===== src/hdl/ibt_pkg.sv =====
// shared types and constants for the input binding table
package ibt_pkg;

  localparam int DEFAULT_TABLE_DEPTH  = 64;
  localparam int DEFAULT_HANDLER_BITS = 16;

  localparam int KIND_W    = 3;
  localparam int CODE_W    = 8;
  localparam int MODS_W    = 16;
  localparam int AREA_W    = 4;
  localparam int KEY_W     = KIND_W + CODE_W + MODS_W + AREA_W;
  localparam int HFIELD_W  = 16;
  localparam int LOOKUP_MODS_W = 8;

  localparam logic [1:0] MODE_ADD    = 2'd0;
  localparam logic [1:0] MODE_REMOVE = 2'd1;
  localparam logic [1:0] MODE_LOOKUP = 2'd2;

  localparam logic [1:0] STATUS_OK       = 2'd0;
  localparam logic [1:0] STATUS_NOTFOUND = 2'd1;
  localparam logic [1:0] STATUS_FULL     = 2'd2;

  localparam logic [MODS_W-1:0] ANY_MODIFIER = 16'h8000;
  localparam logic [CODE_W-1:0] WILD_CODE    = 8'h00;
  localparam logic [AREA_W-1:0] NO_AREA      = 4'h0;
  localparam logic [7:0]        IGNORE_MASK_RESET = 8'h02;

  // same bit layout as a stored key: kind, code, modifiers, area
  typedef struct packed {
    logic [KIND_W-1:0] kind;
    logic [CODE_W-1:0] code;
    logic [MODS_W-1:0] mods;
    logic [AREA_W-1:0] area;
  } key_t;

  typedef struct packed {
    logic start;
    logic rd_valid;
    logic wild;
  } scan_ctl_t;

  typedef struct packed {
    logic hit;
    logic free_found;
  } scan_flags_t;

endpackage


===== src/hdl/ibt_ram.sv =====
// generic single write, single read ram with registered read data
module ibt_ram #(
  parameter int WIDTH = 8,
  parameter int DEPTH = 16
) (
  input  logic                     clk,
  input  logic                     we,
  input  logic [$clog2(DEPTH)-1:0] waddr,
  input  logic [WIDTH-1:0]         wdata,
  input  logic [$clog2(DEPTH)-1:0] raddr,
  output logic [WIDTH-1:0]         rdata
);

  logic [WIDTH-1:0] mem [DEPTH];

  always_ff @(posedge clk) begin
    if (we) begin
      mem[waddr] <= wdata;
    end
    rdata <= mem[raddr];
  end

endmodule


===== src/hdl/ibt_match.sv =====
// compares each scanned entry with the probe keys and keeps the best hit and first free slot
module ibt_match #(
  parameter int AW = 6,
  parameter int HB = 16
) (
  input  logic                 clk,
  input  logic                 rst,
  input  ibt_pkg::scan_ctl_t   ctl,
  input  ibt_pkg::key_t        req_key,
  input  logic [AW-1:0]        rd_idx,
  input  logic                 ent_valid,
  input  ibt_pkg::key_t        ent_key,
  input  logic [HB-1:0]        ent_handler,
  output ibt_pkg::scan_flags_t flags,
  output logic [2:0]           best_prio,
  output logic [AW-1:0]        best_idx,
  output logic [HB-1:0]        best_handler,
  output logic [AW-1:0]        free_idx
);
  import ibt_pkg::*;

  logic       found;
  logic       free_found;
  logic       c_ex, c_wd, m_ex, m_any, a_ex, a_zero, kind_ok;
  logic       match;
  logic [2:0] prio;

  always_comb begin
    kind_ok = ent_key.kind == req_key.kind;
    c_ex    = ent_key.code == req_key.code;
    c_wd    = ent_key.code == WILD_CODE;
    m_ex    = ent_key.mods == req_key.mods;
    m_any   = ent_key.mods == ANY_MODIFIER;
    a_ex    = ent_key.area == req_key.area;
    a_zero  = ent_key.area == NO_AREA;
    if (ctl.wild) begin
      // probe order: area given before area zero, then code, then modifiers
      match = ent_valid && kind_ok && (c_ex || c_wd) && (m_ex || m_any) && (a_ex || a_zero);
      prio  = {!a_ex, !c_ex, !m_ex};
    end else begin
      match = ent_valid && kind_ok && c_ex && m_ex && a_ex;
      prio  = 3'd0;
    end
  end

  always_ff @(posedge clk) begin
    if (rst || ctl.start) begin
      found      <= 1'b0;
      free_found <= 1'b0;
    end else if (ctl.rd_valid) begin
      if (match && (!found || prio < best_prio)) begin
        found        <= 1'b1;
        best_prio    <= prio;
        best_idx     <= rd_idx;
        best_handler <= ent_handler;
      end
      if (!ent_valid && !free_found) begin
        free_found <= 1'b1;
        free_idx   <= rd_idx;
      end
    end
  end

  assign flags = '{hit: found, free_found: free_found};

endmodule


===== src/hdl/input_binding_table_lookup.sv =====
// input binding table: add, remove and wildcard lookup of key bindings
//
// Items enter on in_valid/in_stall; an item is taken when in_valid is high
// and in_stall is low. mode selects add, remove or lookup. Every item gives
// exactly one result on out_valid/out_stall (status, handler_out, probe_hit).
// Each item sweeps the whole binding ram once, one entry per cycle, as the
// ram has a single read port. in_stall stays high until the result is in
// the output register, so no new item is taken before the last one is done.
// A finished result waits in the output register while out_stall is high;
// the next item is accepted meanwhile, and its result is held back until
// the register frees up.
// After reset the ram is swept once to clear its valid marks, in_stall high.
// The ignore_mask register (reset 0x02) is written over cfg_valid/cfg_ready/
// cfg_data; the user must do so only while the block is idle (not enforced).
module input_binding_table_lookup #(
  parameter int TABLE_DEPTH  = ibt_pkg::DEFAULT_TABLE_DEPTH,
  parameter int HANDLER_BITS = ibt_pkg::DEFAULT_HANDLER_BITS
) (
  input  logic        clk,
  input  logic        rst,
  input  logic        in_valid,
  output logic        in_stall,
  input  logic [1:0]  mode,
  input  logic [2:0]  event_kind,
  input  logic [15:0] modifiers,
  input  logic [7:0]  code,
  input  logic [3:0]  area,
  input  logic [15:0] handler_in,
  output logic        out_valid,
  input  logic        out_stall,
  output logic [1:0]  status,
  output logic [15:0] handler_out,
  output logic [2:0]  probe_hit,
  input  logic        cfg_valid,
  output logic        cfg_ready,
  input  logic [7:0]  cfg_data
);
  import ibt_pkg::*;

  localparam int AW      = $clog2(TABLE_DEPTH);
  localparam int ENTRY_W = 1 + KEY_W + HANDLER_BITS;
  localparam logic [AW-1:0] LAST_ADDR = AW'(TABLE_DEPTH - 1);

  typedef enum logic [2:0] {
    ST_CLEAR,
    ST_IDLE,
    ST_SCAN,
    ST_DRAIN,
    ST_COMMIT
  } state_t;

  state_t state;

  logic [7:0]              ignore_mask;
  logic [AW-1:0]           addr;
  logic                    rd_pend;
  logic [AW-1:0]           rd_idx;
  logic [1:0]              req_mode;
  key_t                    req_key;
  logic [HANDLER_BITS-1:0] req_handler;

  logic                    we;
  logic [AW-1:0]           waddr;
  logic [ENTRY_W-1:0]      wdata;
  logic [ENTRY_W-1:0]      rdata;

  scan_ctl_t               ctl;
  scan_flags_t             flags;
  logic [2:0]              best_prio;
  logic [AW-1:0]           best_idx;
  logic [HANDLER_BITS-1:0] best_handler;
  logic [AW-1:0]           free_idx;

  logic                    accept;
  logic                    out_free;
  logic                    commit;
  logic                    commit_we;
  logic [AW-1:0]           commit_addr;
  logic                    commit_valid;
  logic [1:0]              res_status;
  logic [15:0]             res_handler;
  logic [2:0]              res_probe;
  logic [31:0]             hin_ext;
  logic [31:0]             hout_ext;
  logic [LOOKUP_MODS_W-1:0] lookup_mods;

  assign in_stall  = state != ST_IDLE;
  assign accept    = in_valid && !in_stall;
  assign cfg_ready = 1'b1;
  assign out_free  = !out_valid || !out_stall;
  assign commit    = state == ST_COMMIT && out_free;

  assign hin_ext     = 32'(handler_in);
  assign hout_ext    = 32'(best_handler);
  assign lookup_mods = modifiers[LOOKUP_MODS_W-1:0] & ~ignore_mask;

  assign ctl = '{start: accept, rd_valid: rd_pend, wild: req_mode == MODE_LOOKUP};

  ibt_ram #(
    .WIDTH (ENTRY_W),
    .DEPTH (TABLE_DEPTH)
  ) u_ram (
    .clk   (clk),
    .we    (we),
    .waddr (waddr),
    .wdata (wdata),
    .raddr (addr),
    .rdata (rdata)
  );

  ibt_match #(
    .AW (AW),
    .HB (HANDLER_BITS)
  ) u_match (
    .clk          (clk),
    .rst          (rst),
    .ctl          (ctl),
    .req_key      (req_key),
    .rd_idx       (rd_idx),
    .ent_valid    (rdata[ENTRY_W-1]),
    .ent_key      (key_t'(rdata[ENTRY_W-2 -: KEY_W])),
    .ent_handler  (rdata[HANDLER_BITS-1:0]),
    .flags        (flags),
    .best_prio    (best_prio),
    .best_idx     (best_idx),
    .best_handler (best_handler),
    .free_idx     (free_idx)
  );

  // result and write-back decided after the sweep
  always_comb begin
    commit_we    = 1'b0;
    commit_addr  = best_idx;
    commit_valid = 1'b1;
    res_status   = STATUS_NOTFOUND;
    res_handler  = '0;
    res_probe    = '0;
    unique case (req_mode)
      MODE_ADD: begin
        if (flags.hit) begin
          commit_we  = 1'b1;
          res_status = STATUS_OK;
        end else if (flags.free_found) begin
          commit_we   = 1'b1;
          commit_addr = free_idx;
          res_status  = STATUS_OK;
        end else begin
          res_status = STATUS_FULL;
        end
      end
      MODE_REMOVE: begin
        if (flags.hit) begin
          commit_we    = 1'b1;
          commit_valid = 1'b0;
          res_status   = STATUS_OK;
        end
      end
      MODE_LOOKUP: begin
        if (flags.hit) begin
          res_status  = STATUS_OK;
          res_handler = hout_ext[15:0];
          res_probe   = best_prio;
        end
      end
      default: begin
        res_status = STATUS_NOTFOUND;
      end
    endcase
  end

  always_comb begin
    if (state == ST_CLEAR) begin
      we    = 1'b1;
      waddr = addr;
      wdata = '0;
    end else begin
      we    = commit && commit_we;
      waddr = commit_addr;
      wdata = {commit_valid, req_key, req_handler};
    end
  end

  always_ff @(posedge clk) begin
    if (rst) begin
      state       <= ST_CLEAR;
      addr        <= '0;
      rd_pend     <= 1'b0;
      ignore_mask <= IGNORE_MASK_RESET;
      out_valid   <= 1'b0;
    end else begin
      rd_pend <= state == ST_SCAN;
      rd_idx  <= addr;
      if (cfg_valid && cfg_ready) begin
        ignore_mask <= cfg_data;
      end
      if (commit) begin
        out_valid <= 1'b1;
      end else if (out_valid && !out_stall) begin
        out_valid <= 1'b0;
      end
      unique case (state)
        ST_CLEAR: begin
          if (addr == LAST_ADDR) begin
            addr  <= '0;
            state <= ST_IDLE;
          end else begin
            addr <= addr + AW'(1);
          end
        end
        ST_IDLE: begin
          if (accept) begin
            req_mode     <= mode;
            req_key.kind <= event_kind;
            req_key.code <= code;
            req_key.area <= area;
            req_handler  <= hin_ext[HANDLER_BITS-1:0];
            if (mode == MODE_LOOKUP) begin
              req_key.mods <= MODS_W'(lookup_mods);
            end else begin
              req_key.mods <= modifiers;
            end
            addr  <= '0;
            state <= ST_SCAN;
          end
        end
        ST_SCAN: begin
          if (addr == LAST_ADDR) begin
            addr  <= '0;
            state <= ST_DRAIN;
          end else begin
            addr <= addr + AW'(1);
          end
        end
        ST_DRAIN: begin
          state <= ST_COMMIT;
        end
        ST_COMMIT: begin
          if (out_free) begin
            status      <= res_status;
            handler_out <= res_handler;
            probe_hit   <= res_probe;
            state       <= ST_IDLE;
          end
        end
        default: begin
          state <= ST_IDLE;
        end
      endcase
    end
  end

endmodule


===== config.mk =====
export PLATFORM = sky130hd
export DESIGN_NAME = input_binding_table_lookup
export DESIGN_NICKNAME = d
export VERILOG_FILES = /design/src/hdl/ibt_pkg.sv /design/src/hdl/ibt_ram.sv /design/src/hdl/ibt_match.sv /design/src/hdl/input_binding_table_lookup.sv
export SDC_FILE = /design/constraint.sdc
export NUM_CORES = 2
export LEC_CHECK = 0
export BUFFER_PORTS_ARGS = -buffer_cell sky130_fd_sc_hd__buf_4
export CAP_MARGIN = 40
export CORE_ASPECT_RATIO = 1.2
export CORE_UTILIZATION = 55
export CTS_BUF_LIST = sky130_fd_sc_hd__clkbuf_4
export CTS_CLUSTER_SIZE = 28
export DETAILED_ROUTE_END_ITERATION = 8
export GPL_ROUTABILITY_DRIVEN = 0
export PLACE_DENSITY_LB_ADDON = 0.05
export SETUP_SLACK_MARGIN = 0.1
export SKIP_CTS_REPAIR_TIMING = 1
export SYNTH_ARGS = -nofsm -noshare
export SYNTH_HDL_FRONTEND = slang
export SYNTH_SLANG_ARGS = --single-unit

===== constraint.sdc =====
create_clock -name clk -period 5.68 [get_ports clk]
set_clock_uncertainty 0.2 [all_clocks]
set_input_delay 0.284 -clock clk [delete_from_list [all_inputs] [get_ports clk]]
set_output_delay 0.284 -clock clk [all_outputs]
set_load 0.02 [all_outputs]

Word level (Yosys, flattened, before mapping)
Memory sizes are Yosys's and may differ from the RTL's. A register that Yosys moved wholly into a read port is not among the register bits.
Cells that the tools add are included.
{ "word_totals": {"ff_bits": 128, "ram_bits": 3072, "inputBits": 62, "output_inout_bits": 24, "wordCells": 123, "memories": 1} }
{ "op_classes": {"addsub": 1, "n_lt_le_gt_ge": 1, "n_eq_ne": 18, "muxes": 31, "bitwise_logic": 4, "reduce_logical": 45} }
{ "memory_table": {"columns": ["name", "depth", "word_bits", "rd", "rd_ports_with_merged_regs", "write_ports", "line_no", "rtl"], "rows": [
  ["u_ram.mem", 64, 48, 1, 1, 1, "ibt_ram.sv:14", "logic [WIDTH-1:0] mem [DEPTH];"]
]} }
{ "ops": {"columns": ["cell", "n"], "rows": [
  ["$mux W48", 1],
  ["$mux W6", 6],
  ["$eq A16 B16 Y1", 1],
  ["$eq A16 B16 Y1 const B", 1],
  ["$mux W3", 5],
  ["$pmux W3 S5", 1],
  ["$logic_and A1 B1 Y1", 13],
  ["$mux W1", 12],
  ["$pmux W6 S2", 1],
  ["$reduce_and A3 Y1", 4],
  ["$logic_not A1 Y1", 9],
  ["$and A8 B8 Y8", 1],
  ["$eq A8 B8 Y1", 1],
  ["$logic_not A8 Y1", 1],
  ["$mux W8", 1],
  ["$not A8 Y8", 1],
  ["$reduce_and A2 Y1", 4],
  ["$add A6 B1 Y6 const B", 1],
  ["$eq A3 B2 Y1 const B", 2],
  ["$eq A6 B6 Y1 const B", 1],
  ["$logic_or A1 B1 Y1", 6],
  ["$eq A2 B2 Y1 const B", 2],
  ["$eq A4 B4 Y1", 1],
  ["$logic_not A4 Y1", 1],
  ["17 further kinds", 23]
]} }

Depth between registers and ports, before layout
{ "depth": {"depth_word": 8, "mapped_depth": 11, "ltp_nobuf": 8} }

Modules after synthesis
Synthesis repeated with hierarchy kept, for this count alone.
{ "hier_totals": {"cells_unflattened": 5372, "area_unflattened_um2": 122591.3} }
{ "modules_own_cells": {"columns": ["mod", "n_inst", "cells_each", "area_per_inst_um2", "seq_area_each_um2"], "rows": [
  ["ibt_ram", 1, 4970, 117117.3, 93209.4],
  ["input_binding_table_lookup", 1, 293, 3918.8, 2662.6],
  ["ibt_match", 1, 109, 1555.2, 970.9]
]} }

Worst setup path after synthesis
OpenSTA, ideal clock, no wires.
{ "synth_timing": {"kind": "reg2reg", "startpoint": "register req_mode[0]", "endpoint": "memory u_ram.mem[48][0] in the netlist's numbering, enable pin", "setup_time_ps": 454, "arrival_time_ps": 3880, "required_ps": 5026, "slack_ps": 1146, "path_stages_with_launch": 10, "path_buffers": 2, "synth_period_minus_slack_ps": 4534, "cell_sequence": "edfxtp_1 > inv_1 > ha_1 > nand3b_1 > buf_2 > mux2i_1 > o21ai_0 > or3_1 > clkbuf_1 > nor2_1"} }
{ "synth_between": {"elab_chain_len": 6, "word_cells_on_any_way": 9, "cone_classes": "eq/ne: 1; mux: 6; reduce/logical: 2"} }
{ "synth_lines": {"columns": ["element", "line_no", "rtl"], "rows": [
  ["start, declared", "input_binding_table_lookup.sv:58", "logic [1:0] req_mode;"],
  ["start signal, assigned", "input_binding_table_lookup.sv:212", "req_mode <= mode;"],
  ["$eq A2 B1 Y1 / $logic_not A2 Y1 (equally long branches)", "input_binding_table_lookup.sv:138", "unique case (req_mode)"],
  ["$pmux W1 S2", "input_binding_table_lookup.sv:138", null],
  ["$logic_and A1 B1 Y1", "input_binding_table_lookup.sv:177", "we = commit && commit_we;"],
  ["$mux W1", "input_binding_table_lookup.sv:172", "if (state == ST_CLEAR) begin"],
  ["$mux W1", "ibt_ram.sv:17", "if (we) begin"],
  ["$mux W1 (implied by the code)", "ibt_ram.sv:18", "mem[waddr] <= wdata;"],
  ["end, declared", "ibt_ram.sv:14", null]
]} }
Several ways; a longest one is shown, not always the timed one.

Worst setup path after layout
{ "layout_timing": {"startpoint": "register req_mode[0]", "endpoint": "memory u_ram.mem[44][0] in the netlist's numbering, enable pin"} }
Same word-level chain as after synthesis.

==> flow_summary.json <==
{
  "rsz0062_at_grt": "no",
  "hold_viol_final": 0,
  "io-pin-count": 86,
  "final_area_um2": 141000,
  "crit_slowest_cell": "nor2_4",
  "final_common_cell": "edfxtp_1",
  "status": "finished clean",
  "cts_tree": "yes",
  "clock_path_buffers": 4,
  "num_rows": 190,
  "grt_pass1_vias": 63300,
  "final_cell_mix": "edfxtp_1, clkbuf_4, mux4_2",
  "dpl.cell_count": 8519,
  "drc": 0,
  "slew_viol_final": 0,
  "synthCells": 5495,
  "whs_ns": 0.0102,
  "drt_iter0_drc": 7133,
  "ys_seq_elements": 3248,
  "numClockSinks": 3248,
  "p_leak_nw": 46.8,
  "die_width_um": 434,
  "firstDrtPassIters": 5,
  "yosys_warnings": 0,
  "ant_nets": 0,
  "r2r_slack_ns": 1.33,
  "criticalPathCategory": "reg -> reg",
  "start_util": 0.553,
  "post-route-util": 0.631,
  "period_needed_ns": 4.35,
  "area_delta_synth_final_pct": 14.1,
  "grt.met3_usage": 0.0462,
  "critPathCaptureType": "flop",
  "grt_pass1_wl_mm": 465,
  "cts_max_level": 6,
  "critPathMaxFanout": 17,
  "syn_avg_cell_area_um2": 22.4,
  "cts_root_buf": "clkbuf_4",
  "drive_gt1_frac": 0.342,
  "fmax_mhz": 230,
  "dpl_cell_area_um2": 129000,
  "cp.arrival_ns": 5.10,
  "netlist_area_um2": 123000,
  "post_drt_wl_per_cell_um": 33.3,
  "grt.met1_usage": 0.421,
  "ir_worst_vdd_mv": 0.186,
  "dp_hpwl_mm": 194,
  "busiest_layer": "met2",
  "grtUsageMet2": 0.474,
  "viasPerCell": 6.31,
  "synth-edff-count": 3179,
  "die_y_um": 521,
  "grt_use_total": 0.295,
  "cellPowerDensity_nw_per_um2": 338,
  "cts_buffers": 777,
  "portBuffers": 84,
  "overflow": 0,
  "cpPeakStageDelay_ns": 0.72,
  "finalSetupViolCount": 0,
  "fin_setup_tns_ns": 0,
  "fin_crit_sh": 0.765,
  "core_um2": 223000,
  "synth_nets": 5563,
  "layout.nets": 6542,
  "maxCapViolations": 0,
  "clk_latency_ns": 1.36,
  "final_cells": 10000,
  "clkTransAtPathRegs_ns": 0.07,
  "critPathRequiredTime_ns": 6.44,
  "grt_max_degree": 121,
  "num_vias": 63200,
  "antenna_found_initial": 24,
  "synthDistinctLibCells": 64,
  "wirelength_mm": 334,
  "synthFlopType": "edfxtp_1",
  "dieArea_um2": 226000,
  "relSlewSlack": 0.361,
  "hold_path_class": "in -> reg",
  "synth-async-reset-ratio": 0,
  "cp-start-kind": "flop",
  "tightest_slew_ns": 0.958,
  "worstPathCellList": "inv_1 > ha_1 > nand3b_1 > mux2i_1 > o21ai_0 > nand4_1 > nor2_4 > buf_4",
  "yosysSeqAreaShare": 0.785
}
-- area by class of cell --
type                            instances  area [um2]
Sequential cell                      3248       96900
Fill cell                           15800       82300
Multi-Input combinational cell       1936       25200
Clock buffer                         1138        8540
Timing Repair Buffer                  502        5210
Tap cell                             2976        3720
Clock inverter                        200        1140
Inverter                                9        33.8
Antenna cell                           10        25.0
-- registers in the layout (all words and copies together), names as in the netlist, 8 cells and up --
| register | cells |
|---|---|
| req_key | 31 |
| handler_out | 16 |
| req_handler | 16 |
| u_ram.mem | 3072 |
| u_match.best_handler | 16 |
| u_ram.rdata | 48 |
| ignore_mask | 8 |
-- worst max-delay path, delay by kind of cell, from the launching register on --
family                   cells  cell delay, ns
AO/OA/AOI/OAI                1            0.52
AND/OR/NAND/NOR              3            1.73
adder cells (fa/ha/maj)      1            0.22
buffers and inverters        2            0.57
multiplexers                 1            0.25
flip-flops                   1            0.43
-- stage by stage --
step	worst slack, ns	power [W]
finish	1.33	0.0476
global route	1.19	0.0493
CTS	1.42	0.0479
detailed placement	1.48	0.0294
global placement	1.06	0.0293
floorplan	1.15	0.0285
-- layer usage --
layer,share of wire,vias up
met2,0.50,3081
met1,0.40,33800
met5,0.000039,-
met3,0.081,395
met4,0.024,2
li1,-,25900
-- Yosys cell counts (all sizes together) (7+ instances only) --
library cell,instances,share of area
edfxtp,3179,0.77
mux4,685,0.13
o22ai,242,0.012
buf,239,0.014
mux2i,225,0.018
nor2,132,0.0041
mux2,73,0.0067
a21oi,71,0.0029
dfxtp,69,0.011
clkbuf,63,0.0020
and2,56,0.0028
nand2,47,0.0015
nor3,47,0.0019
a211oi,45,0.0027
a221oi,45,0.0032
or4,44,0.0027
a211o,27,0.0019
xnor2,21,0.0015
and3,20,0.0010
nand3,19,0.00091
a2111oi,18,0.0013
o21ai,14,0.00057
nand4,12,0.00061
xor2,12,0.00085
nand2b,9,0.00046
a21boi,8,0.00049
inv,8,0.00024
nand3b,7,0.00049
nor2b,7,0.00036
nor4,7,0.00036
-- power by group --
group	leakage (nW)	switching, W	internal (W)
logic	9.74	0.00144	0.00121
clock network	5.78	0.00898	0.00971
registers	31.2	0.000152	0.0261
total	46.8	0.0106	0.0370
-- worst paths after layout --
path                          start                                 to  cells past startpoint
max reg2reg   req_mode[0]$_DFFE_PP_         u_ram.mem[44][0]$_DFFE_PP_                      8
max           req_mode[0]$_DFFE_PP_         u_ram.mem[44][0]$_DFFE_PP_                      8
min reg2reg  u_ram.rdata[5]$_DFF_P_  u_match.best_handler[5]$_DFFE_PP_                      0
min                   handler_in[5]           req_handler[5]$_DFFE_PP_                      3
-- cell families after synthesis --
family | count (synthesis) | share of synthesized area
mux | 983 | 0.151
other cells | 1 | 0.0000304
xor+xnor | 33 | 0.00234
compound gates | 490 | 0.0267
buf+inv | 311 | 0.0159
flops | 3248 | 0.785
fa+ha+maj | 6 | 0.000609
simple gates | 423 | 0.0181
Note: power is estimated with default switching activity, not from simulation.
